[config.mk]
export PLATFORM = sky130hd
export DESIGN_NAME = vector_magnitude_report_on_change_top_flat
export DESIGN_NICKNAME = d
export VERILOG_FILES = /design/src/vmroc_pkg.sv /design/src/vmroc_if.sv /design/src/vector_magnitude_report_on_change_top.sv /design/src/vmroc_sqsum.sv /design/src/vmroc_isqrt.sv /design/src/flat_wrapper.sv
export SDC_FILE = /design/constraint.sdc
export NUM_CORES = 1
export LEC_CHECK = 0
export BUFFER_PORTS_ARGS = -buffer_cell sky130_fd_sc_hd__buf_2
export CELL_PAD_IN_SITES_DETAIL_PLACEMENT = 1
export CELL_PAD_IN_SITES_GLOBAL_PLACEMENT = 1
export CORE_UTILIZATION = 44
export DETAILED_ROUTE_END_ITERATION = 8
export PLACE_DENSITY = 0.81
export SYNTH_ARGS = -nofsm -noshare
export SYNTH_HDL_FRONTEND = slang
export SYNTH_SLANG_ARGS = --single-unit
[constraint.sdc]
create_clock -name clk -period 4.4 [get_ports clk]
set_input_delay 0.88 -clock clk [delete_from_list [all_inputs] [get_ports clk]]
set_output_delay 0.88 -clock clk [all_outputs]
set_load 0.05 [all_outputs]
[src/vmroc_pkg.sv]
// shared types and constants of the vector magnitude reporter
package vmroc_pkg;

    // field widths
    localparam int AXIS_W  = 15;
    localparam int MAG_W   = 15;
    localparam int THR_W   = 15;
    localparam int INTV_W  = 20;
    localparam int CAUSE_W = 2;
    localparam int SUM_W   = 2 * AXIS_W;
    localparam int CFG_W   = INTV_W;

    // timer compare width, covers the widest supported timer plus one bit
    localparam int CMP_W = 33;

    // serial step counts
    localparam int MUL_STEPS  = AXIS_W;
    localparam int ROOT_STEPS = SUM_W / 2;
    localparam int STEP_CNT_W = 4;

    // register reset values
    localparam logic [THR_W-1:0]  THR_RESET  = THR_W'(200);
    localparam logic [INTV_W-1:0] INTV_RESET = INTV_W'(900000);

    // register indexes
    localparam logic CFG_IDX_THRESHOLD = 1'b0;
    localparam logic CFG_IDX_INTERVAL  = 1'b1;

    // request kinds
    localparam logic ACT_SAMPLE = 1'b0;
    localparam logic ACT_TICK   = 1'b1;

    // publish causes
    localparam logic [CAUSE_W-1:0] CAUSE_NONE     = 2'd0;
    localparam logic [CAUSE_W-1:0] CAUSE_CHANGE   = 2'd1;
    localparam logic [CAUSE_W-1:0] CAUSE_INTERVAL = 2'd2;

    // largest magnitude the axes can produce
    localparam logic [MAG_W-1:0] MAG_MAX = MAG_W'(28377);

endpackage

[src/vmroc_if.sv]
// request and result channel interfaces
interface vmroc_in_if
    import vmroc_pkg::*;
();
    logic              valid;
    logic              ready;
    logic              action;
    logic [AXIS_W-1:0] axis_x;
    logic [AXIS_W-1:0] axis_y;
    logic [AXIS_W-1:0] axis_z;

    modport source (output valid, action, axis_x, axis_y, axis_z, input ready);
    modport sink   (input valid, action, axis_x, axis_y, axis_z, output ready);
endinterface

interface vmroc_out_if
    import vmroc_pkg::*;
();
    logic               valid;
    logic               ready;
    logic [MAG_W-1:0]   magnitude;
    logic               publish;
    logic [CAUSE_W-1:0] cause;

    modport source (output valid, magnitude, publish, cause, input ready);
    modport sink   (input valid, magnitude, publish, cause, output ready);
endinterface

[src/vector_magnitude_report_on_change_top.sv]
// top level of the vector magnitude send-on-delta reporter
//
// channel   direction  payload
// item      in         action, axis_x, axis_y, axis_z
// result    out        magnitude, publish, cause
// cfg_*     in         cfg_we, cfg_index, cfg_data (write only)
//
// a sample loads on its accepting edge and its result becomes valid after these steps:
// 15 squaring steps, the root load, 15 root steps, the step into the decision state
// and the handoff into the result register; the next request is taken in the cycle
// after that handoff; a tick is handled on its accepting edge
// one request is in work at a time; a new request is taken while a result waits
// a sample holds in its decision cycle until the result register is free
// reset is asynchronous and active low and clears control and state registers
module vector_magnitude_report_on_change_top
    import vmroc_pkg::*;
#(
    parameter int TIMER_WIDTH = 21
)
(
    input  logic             clk,
    input  logic             rst_n,
    vmroc_in_if.sink         item,
    vmroc_out_if.source      result,
    input  logic             cfg_we,
    input  logic             cfg_index,
    input  logic [CFG_W-1:0] cfg_data
);

    typedef enum logic [3:0] {
        S_IDLE = 4'b0001,
        S_MUL  = 4'b0010,
        S_ROOT = 4'b0100,
        S_DONE = 4'b1000
    } state_t;

    localparam logic [CMP_W-1:0] TIMER_MAX = CMP_W'((64'd1 << TIMER_WIDTH) - 64'd1);

    state_t                 state_reg, state_next;
    logic [THR_W-1:0]       thr_reg;
    logic [INTV_W-1:0]      intv_reg;
    logic [MAG_W-1:0]       last_mag_reg;
    logic [TIMER_WIDTH-1:0] elapsed_reg;
    logic                   out_valid_reg;
    logic [MAG_W-1:0]       out_mag_reg;
    logic [CAUSE_W-1:0]     out_cause_reg;

    logic               accept;
    logic               take_tick;
    logic               sq_start, sq_done, rt_start, rt_done;
    logic [SUM_W-1:0]   sq_sum;
    logic [MAG_W-1:0]   rt_root;
    logic               emit;
    logic [MAG_W-1:0]   diff;
    logic [CMP_W-1:0]   cap;
    logic [CMP_W-1:0]   elapsed_ext;
    logic [CAUSE_W-1:0] cause;

    assign accept    = item.valid && item.ready;
    assign take_tick = accept && (item.action == ACT_TICK);
    assign sq_start  = accept && (item.action == ACT_SAMPLE);
    assign rt_start  = (state_reg == S_MUL) && sq_done;
    assign emit      = (state_reg == S_DONE) && (!out_valid_reg || result.ready);

    // squaring and root units
    vmroc_sqsum u_sqsum (
        .clk    (clk),
        .rst_n  (rst_n),
        .start  (sq_start),
        .axis_x (item.axis_x),
        .axis_y (item.axis_y),
        .axis_z (item.axis_z),
        .done   (sq_done),
        .sum    (sq_sum)
    );

    vmroc_isqrt u_isqrt (
        .clk      (clk),
        .rst_n    (rst_n),
        .start    (rt_start),
        .radicand (sq_sum),
        .done     (rt_done),
        .root     (rt_root)
    );

    // sequencer
    always_comb
    begin
        state_next = state_reg;
        case (state_reg)
            S_IDLE:
            begin
                if (sq_start)
                begin
                    state_next = S_MUL;
                end
            end
            S_MUL:
            begin
                if (sq_done)
                begin
                    state_next = S_ROOT;
                end
            end
            S_ROOT:
            begin
                if (rt_done)
                begin
                    state_next = S_DONE;
                end
            end
            S_DONE:
            begin
                if (emit)
                begin
                    state_next = S_IDLE;
                end
            end
            default:
            begin
                state_next = S_IDLE;
            end
        endcase
    end

    // publish decision
    always_comb
    begin
        diff        = (rt_root >= last_mag_reg) ? MAG_W'(rt_root - last_mag_reg)
                                                : MAG_W'(last_mag_reg - rt_root);
        elapsed_ext = CMP_W'(elapsed_reg);
        cap         = CMP_W'(intv_reg) + 1'b1;
        if (cap > TIMER_MAX)
        begin
            cap = TIMER_MAX;
        end
        if (diff >= thr_reg)
        begin
            cause = CAUSE_CHANGE;
        end
        else if (elapsed_ext > CMP_W'(intv_reg))
        begin
            cause = CAUSE_INTERVAL;
        end
        else
        begin
            cause = CAUSE_NONE;
        end
    end

    // control and state registers
    always_ff @(posedge clk or negedge rst_n)
    begin
        if (!rst_n)
        begin
            state_reg     <= S_IDLE;
            thr_reg       <= THR_RESET;
            intv_reg      <= INTV_RESET;
            last_mag_reg  <= '0;
            elapsed_reg   <= '0;
            out_valid_reg <= 1'b0;
        end
        else
        begin
            state_reg <= state_next;

            if (cfg_we)
            begin
                case (cfg_index)
                    CFG_IDX_THRESHOLD: thr_reg  <= THR_W'(cfg_data);
                    CFG_IDX_INTERVAL:  intv_reg <= cfg_data;
                    default:           thr_reg  <= thr_reg;
                endcase
            end

            if (take_tick && (elapsed_ext < cap))
            begin
                elapsed_reg <= elapsed_reg + 1'b1;
            end

            if (emit && (cause != CAUSE_NONE))
            begin
                last_mag_reg <= rt_root;
                elapsed_reg  <= '0;
            end

            if (emit)
            begin
                out_valid_reg <= 1'b1;
            end
            else if (result.ready)
            begin
                out_valid_reg <= 1'b0;
            end
        end
    end

    // result payload
    always_ff @(posedge clk)
    begin
        if (emit)
        begin
            out_mag_reg   <= rt_root;
            out_cause_reg <= cause;
        end
    end

    assign item.ready       = (state_reg == S_IDLE);
    assign result.valid     = out_valid_reg;
    assign result.magnitude = out_mag_reg;
    assign result.cause     = out_cause_reg;
    assign result.publish   = (out_cause_reg != CAUSE_NONE);

endmodule

[src/vmroc_sqsum.sv]
// bit-serial sum of the three squared axes
module vmroc_sqsum
    import vmroc_pkg::*;
(
    input  logic              clk,
    input  logic              rst_n,
    input  logic              start,
    input  logic [AXIS_W-1:0] axis_x,
    input  logic [AXIS_W-1:0] axis_y,
    input  logic [AXIS_W-1:0] axis_z,
    output logic              done,
    output logic [SUM_W-1:0]  sum
);

    localparam int HI_W = AXIS_W + 2;

    logic                  busy_reg;
    logic                  done_reg;
    logic [STEP_CNT_W-1:0] cnt_reg;
    logic [AXIS_W-1:0]     ax_reg, ay_reg, az_reg;
    logic [AXIS_W-1:0]     mx_reg, my_reg, mz_reg;
    logic [HI_W-1:0]       hi_reg;
    logic [AXIS_W-1:0]     lo_reg;

    logic [AXIS_W-1:0] abs_x, abs_y, abs_z;
    logic [HI_W-1:0]   hi_sum;
    logic              last_step;

    // magnitudes of the signed axes
    always_comb
    begin
        abs_x = axis_x[AXIS_W-1] ? AXIS_W'(~axis_x + 1'b1) : axis_x;
        abs_y = axis_y[AXIS_W-1] ? AXIS_W'(~axis_y + 1'b1) : axis_y;
        abs_z = axis_z[AXIS_W-1] ? AXIS_W'(~axis_z + 1'b1) : axis_z;
    end

    // add the multiplicands selected by the current multiplier bits
    always_comb
    begin
        hi_sum = hi_reg
               + (mx_reg[0] ? HI_W'(ax_reg) : '0)
               + (my_reg[0] ? HI_W'(ay_reg) : '0)
               + (mz_reg[0] ? HI_W'(az_reg) : '0);
        last_step = (cnt_reg == STEP_CNT_W'(MUL_STEPS - 1));
    end

    // control
    always_ff @(posedge clk or negedge rst_n)
    begin
        if (!rst_n)
        begin
            busy_reg <= 1'b0;
            done_reg <= 1'b0;
            cnt_reg  <= '0;
        end
        else
        begin
            done_reg <= busy_reg && last_step;
            if (start)
            begin
                busy_reg <= 1'b1;
                cnt_reg  <= '0;
            end
            else if (busy_reg)
            begin
                cnt_reg <= cnt_reg + 1'b1;
                if (last_step)
                begin
                    busy_reg <= 1'b0;
                end
            end
        end
    end

    // datapath: one multiplier bit per cycle, partial product shifts right
    always_ff @(posedge clk)
    begin
        if (start)
        begin
            ax_reg <= abs_x;
            ay_reg <= abs_y;
            az_reg <= abs_z;
            mx_reg <= abs_x;
            my_reg <= abs_y;
            mz_reg <= abs_z;
            hi_reg <= '0;
            lo_reg <= '0;
        end
        else if (busy_reg)
        begin
            mx_reg <= mx_reg >> 1;
            my_reg <= my_reg >> 1;
            mz_reg <= mz_reg >> 1;
            hi_reg <= hi_sum >> 1;
            lo_reg <= {hi_sum[0], lo_reg[AXIS_W-1:1]};
        end
    end

    assign done = done_reg;
    assign sum  = SUM_W'({hi_reg, lo_reg});

endmodule

[src/vmroc_isqrt.sv]
// digit-by-digit floor square root, one result bit per cycle
module vmroc_isqrt
    import vmroc_pkg::*;
(
    input  logic             clk,
    input  logic             rst_n,
    input  logic             start,
    input  logic [SUM_W-1:0] radicand,
    output logic             done,
    output logic [MAG_W-1:0] root
);

    localparam int REM_W = MAG_W + 2;
    localparam int TRY_W = REM_W + 2;

    logic                  busy_reg;
    logic                  done_reg;
    logic [STEP_CNT_W-1:0] cnt_reg;
    logic [SUM_W-1:0]      rad_reg;
    logic [REM_W-1:0]      rem_reg;
    logic [MAG_W-1:0]      root_reg;

    logic [TRY_W-1:0] rem_sh;
    logic [TRY_W-1:0] trial;
    logic             fits;
    logic             last_step;

    // bring down two radicand bits and test the next root bit
    always_comb
    begin
        rem_sh    = {rem_reg, rad_reg[SUM_W-1 -: 2]};
        trial     = TRY_W'({root_reg, 2'b01});
        fits      = (rem_sh >= trial);
        last_step = (cnt_reg == STEP_CNT_W'(ROOT_STEPS - 1));
    end

    // control
    always_ff @(posedge clk or negedge rst_n)
    begin
        if (!rst_n)
        begin
            busy_reg <= 1'b0;
            done_reg <= 1'b0;
            cnt_reg  <= '0;
        end
        else
        begin
            done_reg <= busy_reg && last_step;
            if (start)
            begin
                busy_reg <= 1'b1;
                cnt_reg  <= '0;
            end
            else if (busy_reg)
            begin
                cnt_reg <= cnt_reg + 1'b1;
                if (last_step)
                begin
                    busy_reg <= 1'b0;
                end
            end
        end
    end

    // datapath
    always_ff @(posedge clk)
    begin
        if (start)
        begin
            rad_reg  <= radicand;
            rem_reg  <= '0;
            root_reg <= '0;
        end
        else if (busy_reg)
        begin
            rad_reg  <= rad_reg << 2;
            rem_reg  <= fits ? REM_W'(rem_sh - trial) : REM_W'(rem_sh);
            root_reg <= {root_reg[MAG_W-2:0], fits};
        end
    end

    assign done = done_reg;
    assign root = root_reg;

endmodule

[src/flat_wrapper.sv]
// flat-port wrapper written by rule: the top's interface ports become plain ports
module vector_magnitude_report_on_change_top_flat import vmroc_pkg::*;
#(
    parameter int TIMER_WIDTH = 21
)
  (clk, rst_n, cfg_we, cfg_index, cfg_data, item_valid, item_action, item_axis_x, item_axis_y, item_axis_z, item_ready, result_valid, result_magnitude, result_publish, result_cause, result_ready);
  vmroc_in_if item_i ();
  vmroc_out_if result_i ();
  input  logic clk;
  input  logic rst_n;
  input  logic cfg_we;
  input  logic cfg_index;
  input  logic [CFG_W-1:0] cfg_data;
  input wire logic [$bits(item_i.valid)-1:0] item_valid;
  input wire logic [$bits(item_i.action)-1:0] item_action;
  input wire logic [$bits(item_i.axis_x)-1:0] item_axis_x;
  input wire logic [$bits(item_i.axis_y)-1:0] item_axis_y;
  input wire logic [$bits(item_i.axis_z)-1:0] item_axis_z;
  output wire logic [$bits(item_i.ready)-1:0] item_ready;
  output wire logic [$bits(result_i.valid)-1:0] result_valid;
  output wire logic [$bits(result_i.magnitude)-1:0] result_magnitude;
  output wire logic [$bits(result_i.publish)-1:0] result_publish;
  output wire logic [$bits(result_i.cause)-1:0] result_cause;
  input wire logic [$bits(result_i.ready)-1:0] result_ready;
  assign item_i.valid = item_valid;
  assign item_i.action = item_action;
  assign item_i.axis_x = item_axis_x;
  assign item_i.axis_y = item_axis_y;
  assign item_i.axis_z = item_axis_z;
  assign item_ready = item_i.ready;
  assign result_valid = result_i.valid;
  assign result_magnitude = result_i.magnitude;
  assign result_publish = result_i.publish;
  assign result_cause = result_i.cause;
  assign result_i.ready = result_ready;
  vector_magnitude_report_on_change_top #(.TIMER_WIDTH(TIMER_WIDTH)) u_core (.clk(clk), .rst_n(rst_n), .item(item_i), .result(result_i), .cfg_we(cfg_we), .cfg_index(cfg_index), .cfg_data(cfg_data));
endmodule
; ---- Yosys cells after proc, flatten, opt, wreduce, memory -nomap -nowiden
; Index checks and enable logic that the tools add are counted.
[word_totals]
register_bits = 288
latchBits = 0
ram_bits = 0
mem_bits_ro = 0
in_bits = 72
out_inout_bits = 20
word_cells = 117
memories = 0
[classes]
addsub = 13
mul = 0
n_div = 0
magnitude_cmp = 6
n_eq_ne = 10
shift = 0
muxes = 38
n_bitwise = 5
reduce_logical = 20
[op_table]
columns = op, n
row1 = two-way mux 15 bit, 13
row2 = two-way mux 30 bit, 2
row3 = adder 15 x 1 -> 15 bit (second input constant), 3
row4 = inverter 15 bit, 3
row5 = two-way mux 21 bit, 2
row6 = adder 17 x 15 -> 17 bit, 2
row7 = > comparator 33 x 21 -> 1 bit (second input constant), 1
row8 = less-than comparator 21 x 33 -> 1 bit, 1
row9 = two-way mux 33 bit, 1
row10 = two-way mux 4 bit, 8
row11 = greater-or-equal comparator 15 bit, 2
row12 = subtractor 15 bit, 2
row13 = adder 20 x 1 -> 21 bit (second input constant), 1
row14 = adder 21 x 1 -> 21 bit (second input constant), 1
row15 = > comparator 21 x 20 -> 1 bit, 1
row16 = greater-or-equal comparator 19 x 17 -> 1 bit, 1
row17 = adder 16 x 15 -> 17 bit, 1
row18 = two-way mux 17 bit, 1
row19 = subtractor 17 bit, 1
row20 = one-hot mux 4 bit (4 select lines), 1
row21 = equality test 4 bit (second input constant), 3
row22 = nonzero test 2 bit, 6
row23 = logical AND 1 bit, 9
row24 = adder 4 x 1 -> 4 bit (second input constant), 2
row25 = other kinds (12), 24

; ---- Logic depth before layout (Yosys ltp)
; Gate-level depths: netlist (run 1).
[logic_depth]
depth_word = 7
ltp_mapped = 24
ltp_nobuf = 21

; ---- Cells and area by module
; From an unflattened synthesis (run 1), not the netlist that was laid out.
[unflattened]
hier_cells = 1749
hier_area_um2 = 18086.1
[modules_own_cells]
columns = mod, instances, cells_per_inst, area_each_um2, seq_area_each_um2
row1 = vmroc_sqsum, 1, 634, 7252.0, 3473.3
row2 = vector_magnitude_report_on_change_top, 1, 736, 6959.2, 2431.1
row3 = vmroc_isqrt, 1, 379, 3875.0, 1691.6

; ---- Least setup slack after synthesis (run 1)
; Ideal clock, no wire load.
[synth_path]
path_kind = reg2reg
start = register u_core.u_isqrt.root_reg[6], in the netlist u_core.u_isqrt.root[6]
end = register u_core.last_mag_reg[10]
setup_ps = 125
arrival_time_ps = 4103
slack_ps = 172
stages_incl_launch_ff = 25
path_cell_list = dfxtp_1 inv_1 ha_1 clkbuf_2 nand2_1 nor2_2 nand2_1 o311ai_1 a41o_1 buf_4 buf_4 nand2_1 o22ai_1 xnor2_1 ha_1 a21o_1 a21o_1 a21oi_1 o2111ai_1 nand4_1 a21oi_1 o21a_1 buf_2 buf_4 mux2i_1
[synth_between]
elab_chain_cells = 6
elab_cells_between_ends = 8
cone_classes = add/sub (2) / order compare (2) / mux (2) / reduce/logical (2)
[synth_lines]
columns = element, line_no
row1 = start: declaration, vmroc_isqrt.sv:21  ; logic [MAG_W-1:0] root_reg;
row2 = start signal: assignment, vmroc_isqrt.sv:78  ; root_reg <= {root_reg[MAG_W-2:0], fits};
row3 = subtractor 15 bit (tied with other cells), vector_magnitude_report_on_change_top.sv:130  ; : MAG_W'(last_mag_reg - rt_root);
row4 = two-way mux 15 bit *, vector_magnitude_report_on_change_top.sv:129  ; diff = (rt_root >= last_mag_reg) ? MAG_W'(rt_root - last_mag_reg)
row5 = greater-or-equal comparator 15 bit *, vector_magnitude_report_on_change_top.sv:137  ; if (diff >= thr_reg)
row6 = two-way mux 2 bit *, vector_magnitude_report_on_change_top.sv:137
row7 = named net u_core.cause[0], vector_magnitude_report_on_change_top.sv:57  ; logic [CAUSE_W-1:0] cause;
row8 = nonzero test 2 bit *, vector_magnitude_report_on_change_top.sv:181  ; if (emit && (cause != CAUSE_NONE))
row9 = logical AND 1 bit *, vector_magnitude_report_on_change_top.sv:181
row10 = end signal: assignment, vector_magnitude_report_on_change_top.sv:183  ; last_mag_reg <= rt_root;
row11 = end: declaration, vector_magnitude_report_on_change_top.sv:42  ; logic [MAG_W-1:0] last_mag_reg;
; Mark *: on every way through the listed nets, which the timed path passes. The rest lies on a longest branch.
; A chain may end at the register's enable or synchronous reset.

; ---- Final worst setup path (run 1)
[layout_path]
start = register u_core.u_isqrt.root_reg[12], in the netlist u_core.u_isqrt.root[12]
end = register u_core.last_mag_reg[10]
; The elaborated chain is that of the path after synthesis.

==> results of run 1 <==
[through the flow]
stage	setup slack (ps)	total power, mW	utilization (%)	setup TNS, ps	cells
floorplan	172	7.90	-	0	1782
global placement	106	8.77	47.4	0	2355
detailed placement	-2.27	9.09	47.4	-2.27	2355
CTS	29.0	12.2	50.6	0	2419
global route	-13.3	13.0	51.1	-13.3	2429
finish	183	12.2	51.1	0	2429
[final timing paths]
check	to	depth (start not counted)
worst max-delay path	u_core.last_mag_reg[10]	17
worst min-delay path	u_core.intv_reg[17]	1
worst max register to register	u_core.last_mag_reg[10]	17
worst min register to register	u_core.result.magnitude[12]	0
max in group asynchronous	u_core.state_reg[0]	2
min in group clk	u_core.result.magnitude[12]	0
[kinds of logic after synthesis]
logic type | after synthesis | share of synthesized area (%)
AOI/OAI and AO/OA | 314 | 11.6
buffers and inverters | 194 | 4.76
muxes | 92 | 5.46
and+or+nand+nor | 639 | 16.8
adders and majority gates | 162 | 13.0
xor gates and xnor gates | 93 | 4.69
DFF | 288 | 43.7
[synthesized netlist by cell type (6+ instances only)]
cell,instances,area share [%]
fa_1,32,3.7
or4_1,7,0.30
nand3b_1,6,0.26
nand2_1,316,6.8
ha_1,130,9.4
and3_1,10,0.36
or2_2,10,0.36
nor2_1,99,2.1
xor2_1,15,0.76
o21ai_0,96,2.8
o31ai_1,10,0.43
inv_1,120,2.6
o31a_1,9,0.45
nor2b_1,14,0.50
clkbuf_1,58,1.3
mux2_2,23,1.5
or3_1,23,0.83
nand2b_1,13,0.47
o21bai_1,9,0.39
dfrtp_1,73,11
o21a_1,9,0.39
xnor2_1,78,3.9
and2_1,22,0.79
a211oi_1,6,0.26
o41ai_1,6,0.30
nand4_1,26,0.94
nor3_1,29,0.83
dfstp_2,15,2.3
dfxtp_1,63,7.3
edfxtp_1,137,24
a21oi_1,84,2.4
o211ai_1,7,0.30
a21o_1,35,1.5
nor4_1,9,0.32
mux2i_1,69,4.0
nand3_1,42,1.2
[repair_timing]
action | CTS | global route
buffers inserted | 0 | 8
setup endpoints to repair | 15 | 37
resized for setup | 3 | 22
gates cloned | 0 | 2
pin swaps | 0 | 6
[worst reg2reg max path: cells and delay by family, from the launching register on]
family | cells | cell delay, ps
flops | 1 | 360
mux | 1 | 160
compound gates | 10 | 2290
fa+ha+maj | 2 | 680
buf+inv | 3 | 430
xor+xnor | 1 | 190
[placed cells by master, fill, tap and decap left out, drive strengths merged, types with 69 or more instances in the layout]
master  instances
buf           136
inv           121
a21oi          84
dfrtp          73
o21ai          98
nand2         316
xnor2          78
mux2i          69
nor2          100
ha            130
edfxtp        137
[power groups by stage]
stage | Combinational [mW] | Sequential [mW] | Clock, mW
floorplan | 4.06 | 3.84 | 0
global placement | 4.78 | 3.99 | 0
detailed placement | 5.06 | 4.03 | 0
CTS | 5.15 | 3.99 | 3.10
global route | 5.81 | 4.05 | 3.19
finish | 5.16 | 3.97 | 3.03
[per-layer routing]
| metal | global-route usage [%] | wire, µm |
|---|---|---|
| met1 | 28.6 | 20000 |
| met2 | 41.6 | 23900 |
| met3 | 3.69 | 1580 |
| met4 | 6.79 | 1020 |
| met5 | 0 | 0 |
[cell type report]
cell class	instances	area share, %
Clock inverter	12	0.763
Multi-Input combinational cell	1300	45.7
Tap cell	518	3.27
Inverter	121	2.30
Timing Repair Buffer	138	4.36
Sequential cell	288	38.3
Clock buffer	52	5.35
==> results.toml, run 1 <==
[yosys]
synth_area_mm2 = 0.0174
yosysSeqAreaShare_pct = 43.7
synth.net_count = 2016
synth_edf_count = 137
synth.avg_cell_area_um2 = 9.76
ys.flop_type = "edfxtp_1"
ys_async_sr_fraction_pct = 30.6
synth_cell_type_count = 80
syn_inst = 1782
yosysWarnings = 0
ys_ff_latch = 288

[worst_setup_path]
cp_top_family = "compound AO/OA/AOI/OAI gates"
reg2reg_slack_ps = 180
setup.worst_path.start_class = "register"
arrival_ps = 4640
worst_ep_required_time_ps = 4820
crit_start = "u_core.u_isqrt.root[12]"
timing_worst_setup_path_type = "register to register"
worst_setup_path_end_kind = "register"
cp_num_buf_inv = 3
path_cells = "inv_1 -> ha_1 -> a21oi_2 -> o21bai_1 -> a211o_1 -> a21o_1 -> a41o_1 -> buf_6 -> a211oi_1 -> a32o_1 -> xnor2_1 -> ha_1 -> a2111oi_1 -> a21oi_2 -> o21a_4 -> buf_12 -> mux2i_2"
rr_startpoint = "u_core.u_isqrt.root[12]"
crit_fanout = 9
cp_slowest_cell = "a2111oi_1"
max_stage_delay_ps = 460

[grt]
grt_pass1_wl_mm = 75.9
grt_use_total_pct = 23.2
grt_max_degree = 73
overflow = 0
antenna_found_initial = 0
grt_pass1_vias = 14511

[place]
port_buffers = 91
placed_area_mm2 = 0.0184
dpl.hpwl_mm = 33.6
gp_congestion = 0.880

[worst_hold_path]
hold_class = "input port to asynchronous set/reset pin"

[floorplan]
io_pins = 92
die_area_mm2 = 0.0403
initial_core_util_pct = 44.8
core.rowCount = 72
die_x_um = 201
core_region_area_mm2 = 0.0388
die_h_um = 201

[run_status]
outcome = "complete, no violations"

[timing]
finalCriticalPeriod_ps = 4220
finalMaxSlewViolations = 0
max-slew-margin-rel_pct = 32.5
final.period_utilization_pct = 95.9
hold_violations = 0
skew_ps = 20.9
fmax_mhz = 237
whs_ps = 335
setup_viol = 0
tightestPinTransition_ps = 1010

[clocking]
cts_tree = "built"
cts-root-buf = "clkbuf_16"
cts-buffers-inserted = 35
clk_latency_ps = 560
cts_sinks = 288
h-tree-depth = 2
clk_pin_slew_ps = 60
hold_buffers = 0
cts_buffer_depth = 3

[pwr]
p_int_mw = 7.62
switching_power_mw = 4.54
p_sw_share_pct = 37.3
power_density_mw_per_mm2 = 613
vdd_ir_drop_max_uv = 289
comb_power_share_pct = 42.4
seqPwrFrac_pct = 32.7
clkPwrFrac_pct = 24.9
leakage_nw = 8.83

[final_layout]
seq_area_mm2 = 0.00760
nets = 2118
n_antenna_cell = 0
multi_input_area_mm2 = 0.00906
n_fill_cell = 4370
fin_area_mm2 = 0.0198
drive_gt1_share_pct = 14.7
syn_to_final_growth_pct = 14.1
largest_register_ffs = 30

[route]
route.detailed.drc = 0
vias_per_cell = 5.53
post_drt_wl_per_cell_um = 19.1
drt_iter0_drc = 593
vias = 13428
routed_wl_mm = 46.5
ant_nets = 0
first_pass_iters = 7

[job]
maxCapViolations = 0
(Power assumes the default switching activity.)
==> inputs of run 2 (changes only) <==
--- a/config.mk
+++ b/config.mk
@@ -5,12 +5,12 @@
 export SDC_FILE = /design/constraint.sdc
 export NUM_CORES = 1
 export LEC_CHECK = 0
-export BUFFER_PORTS_ARGS = -buffer_cell sky130_fd_sc_hd__buf_2
 export CELL_PAD_IN_SITES_DETAIL_PLACEMENT = 1
 export CELL_PAD_IN_SITES_GLOBAL_PLACEMENT = 1
-export CORE_UTILIZATION = 44
+export CORE_UTILIZATION = 51
 export DETAILED_ROUTE_END_ITERATION = 8
-export PLACE_DENSITY = 0.81
+export DONT_BUFFER_PORTS = 1
+export PLACE_DENSITY = 0.85
 export SYNTH_ARGS = -nofsm -noshare
 export SYNTH_HDL_FRONTEND = slang
 export SYNTH_SLANG_ARGS = --single-unit
==> constraint.sdc (replaced) <==
create_clock -name clk -period 4.85 [get_ports clk]
set_input_delay 0.97 -clock clk [delete_from_list [all_inputs] [get_ports clk]]
set_output_delay 0.97 -clock clk [all_outputs]
set_load 0.05 [all_outputs]
==> run 2 against run 1 <==
Sequential power fell by 8.6%. Utilization rose by 5.1 points. Wire length decreased by 1.6%. Register-to-register slack better by 120 ps. Fmax shrank 7.3%. Sequential share of layout area up 2.0 points. Non-clock buffer count is 113 lower. First-iteration DRC count increased by 1.2%. Via count is 2.6% lower. Clock power down 20%. Critical path depth increased by 1.
==> results.toml, run 2 (same netlist as run 1, synthesis figures left out) <==
[run_status]
outcome = "complete, no violations"

[floorplan]
core.rowCount = 67
initial_core_util_pct = 51.8
core_region_area_mm2 = 0.0335
die_h_um = 187
io_pins = 92
die_area_mm2 = 0.0348
die_x_um = 187

[final_layout]
syn_to_final_growth_pct = 8.35
largest_register_ffs = 30
mostFrequentLayoutCells = "nand2_1 (315), edfxtp_1 (137), ha_1 (130)"
drive_gt1_share_pct = 8.03
fin_util_pct = 56.2
n_antenna_cell = 0
mostFrequentLayoutCell = "nand2_1"
nets = 2002
n_fill_cell = 3721
fin_area_mm2 = 0.0188

[timing]
setup_viol = 0
final.period_utilization_pct = 93.8
tightestPinTransition_ps = 1060
max-slew-margin-rel_pct = 29.5
skew_ps = 16.3
finalCriticalPeriod_ps = 4550
finalMaxSlewViolations = 0
hold_violations = 0
fmax_mhz = 220
grt_setup_unrepaired = "no"
fin_tns_setup_ps = 0

[pwr]
vdd_ir_drop_max_uv = 358
leakage_nw = 8.25
power_density_mw_per_mm2 = 568
total_power_mw = 10.7

[grt]
grt_pass1_wl_mm = 74.5
grt_use_total_pct = 26.5
grt_max_degree = 89
antenna_found_initial = 0
overflow = 0
grt_pass1_vias = 14318

[clocking]
cts_setup_buffers = 0
cts_buffer_depth = 3
cts-buffers-inserted = 31
clk_pin_slew_ps = 60
cts-root-buf = "clkbuf_16"
cts_sinks = 288
cts_tree = "built"
h-tree-depth = 1
clk_latency_ps = 590

[place]
placed_area_mm2 = 0.0178
dpl.hpwl_mm = 33.6
gp_congestion = 0.974
port_buffers = 0

[worst_setup_path]
cp_top_family = "compound AO/OA/AOI/OAI gates"
worst_setup_path_end_kind = "register"
crit_fanout = 36
max_stage_delay_ps = 430
setup.worst_path.start_class = "register"
cp_num_buf_inv = 2
rr_startpoint = "u_core.u_isqrt.root[7]"
cp_slowest_cell = "o311ai_2"
timing_worst_setup_path_type = "register to register"
path_cells = "inv_1 -> ha_1 -> nand2_1 -> nor2_2 -> nand2_1 -> o311ai_2 -> a41o_2 -> mux2_2 -> a31oi_1 -> xnor2_1 -> ha_1 -> nand4_1 -> o21ai_0 -> nand4_1 -> a21oi_1 -> o21a_1 -> buf_12 -> mux2i_1"
worst_ep_required_time_ps = 5340
worstReg2RegEnd = "u_core.last_mag_reg[9]"
r2r_cells = 18
reg2reg_slack_ps = 300
arrival_ps = 5040

[job]
maxCapViolations = 0

[worst_hold_path]
hold_class = "input port to asynchronous set/reset pin"

[route]
post_drt_wl_per_cell_um = 20.4
first_pass_iters = 5
vias_per_cell = 5.83
ant_nets = 0
vias = 13074
route.detailed.drc = 0
drt_iter0_drc = 600
routed_wl_mm = 45.7
-- run 2: cell types whose count changed in the layout (fill, tap and decap cells not counted), moves of 3 or more --
cell       before  now
buf_2          90    0
buf_4          43   23
clkbuf_8       10    1
clkbuf_16      38   31
a21oi_1        77   82
a21oi_2         7    2
clkinv_1        2    6
mux2i_1        66   69
-- run 2: worst max path at each step --
stage | slack, ps | start | end | cells past startpoint
after floorplan | 620 | u_core.u_isqrt.root[6] | u_core.last_mag_reg[10] | 24
after CTS | 180 | u_core.u_isqrt.root[1] | u_core.last_mag_reg[0] | 19
final | 300 | u_core.u_isqrt.root[7] | u_core.last_mag_reg[9] | 18
after global routing | 20 | u_core.u_isqrt.root[7] | u_core.last_mag_reg[9] | 18
after detailed placement | 220 | u_core.u_isqrt.root[1] | u_core.last_mag_reg[8] | 19
after global placement | 410 | u_core.u_isqrt.root[7] | u_core.last_mag_reg[9] | 21
-- run 2: repair_timing --
item	4_1_cts	5_1_grt
hold buffers	0	0
setup endpoints to repair	0	36
gates resized for setup	0	4
-- run 2: per-layer routing --
metal,vias to the layer above,track usage [%],wire length (µm)
met3,104,3.72,1530
li1,6156,-,-
met1,6540,30.9,18800
met5,-,0,0
met2,274,48.8,23600
met4,0,10.6,1760
-- run 2: report_power, final --
part	switching, mW	internal (mW)	total [mW]
logic	2.66	1.99	4.66
registers	0.430	3.20	3.63
clock network	1.01	1.40	2.41
total	4.11	6.59	10.7
-- run 2: worst reg2reg max path, cell delays in order (launching register included) --
cell	delay [ps]
dfxtp_1	390
inv_1	110
ha_1	320
nand2_1	110
nor2_2	240
nand2_1	190
o311ai_2	430
a41o_2	340
mux2_2	360
a31oi_1	180
xnor2_1	100
ha_1	300
nand4_1	100
o21ai_0	180
nand4_1	120
a21oi_1	260
o21a_1	220
buf_12	240
mux2i_1	270
-- run 2: per-stage QoR --
step           cells  hold slack [ps]  worst slack (ps)
3_5_place_dp    2182              491               216
2_1_floorplan   1782              452               622
4_1_cts         2240             60.1               184
6_report        2241             88.2               302
3_3_place_gp    2182              468               415
5_1_grt         2241             73.3              21.5
-- run 2: cell type report --
type | instances | area, µm² | share of cell area (%)
inverters | 121 | 457 | 2.42
well taps | 448 | 561 | 2.98
repair buffers | 25 | 213 | 1.13
clock inverters | 19 | 200 | 1.06
flip-flops and latches | 288 | 7600 | 40.3
clock buffers | 39 | 816 | 4.33
multi-input cells | 1301 | 8990 | 47.7
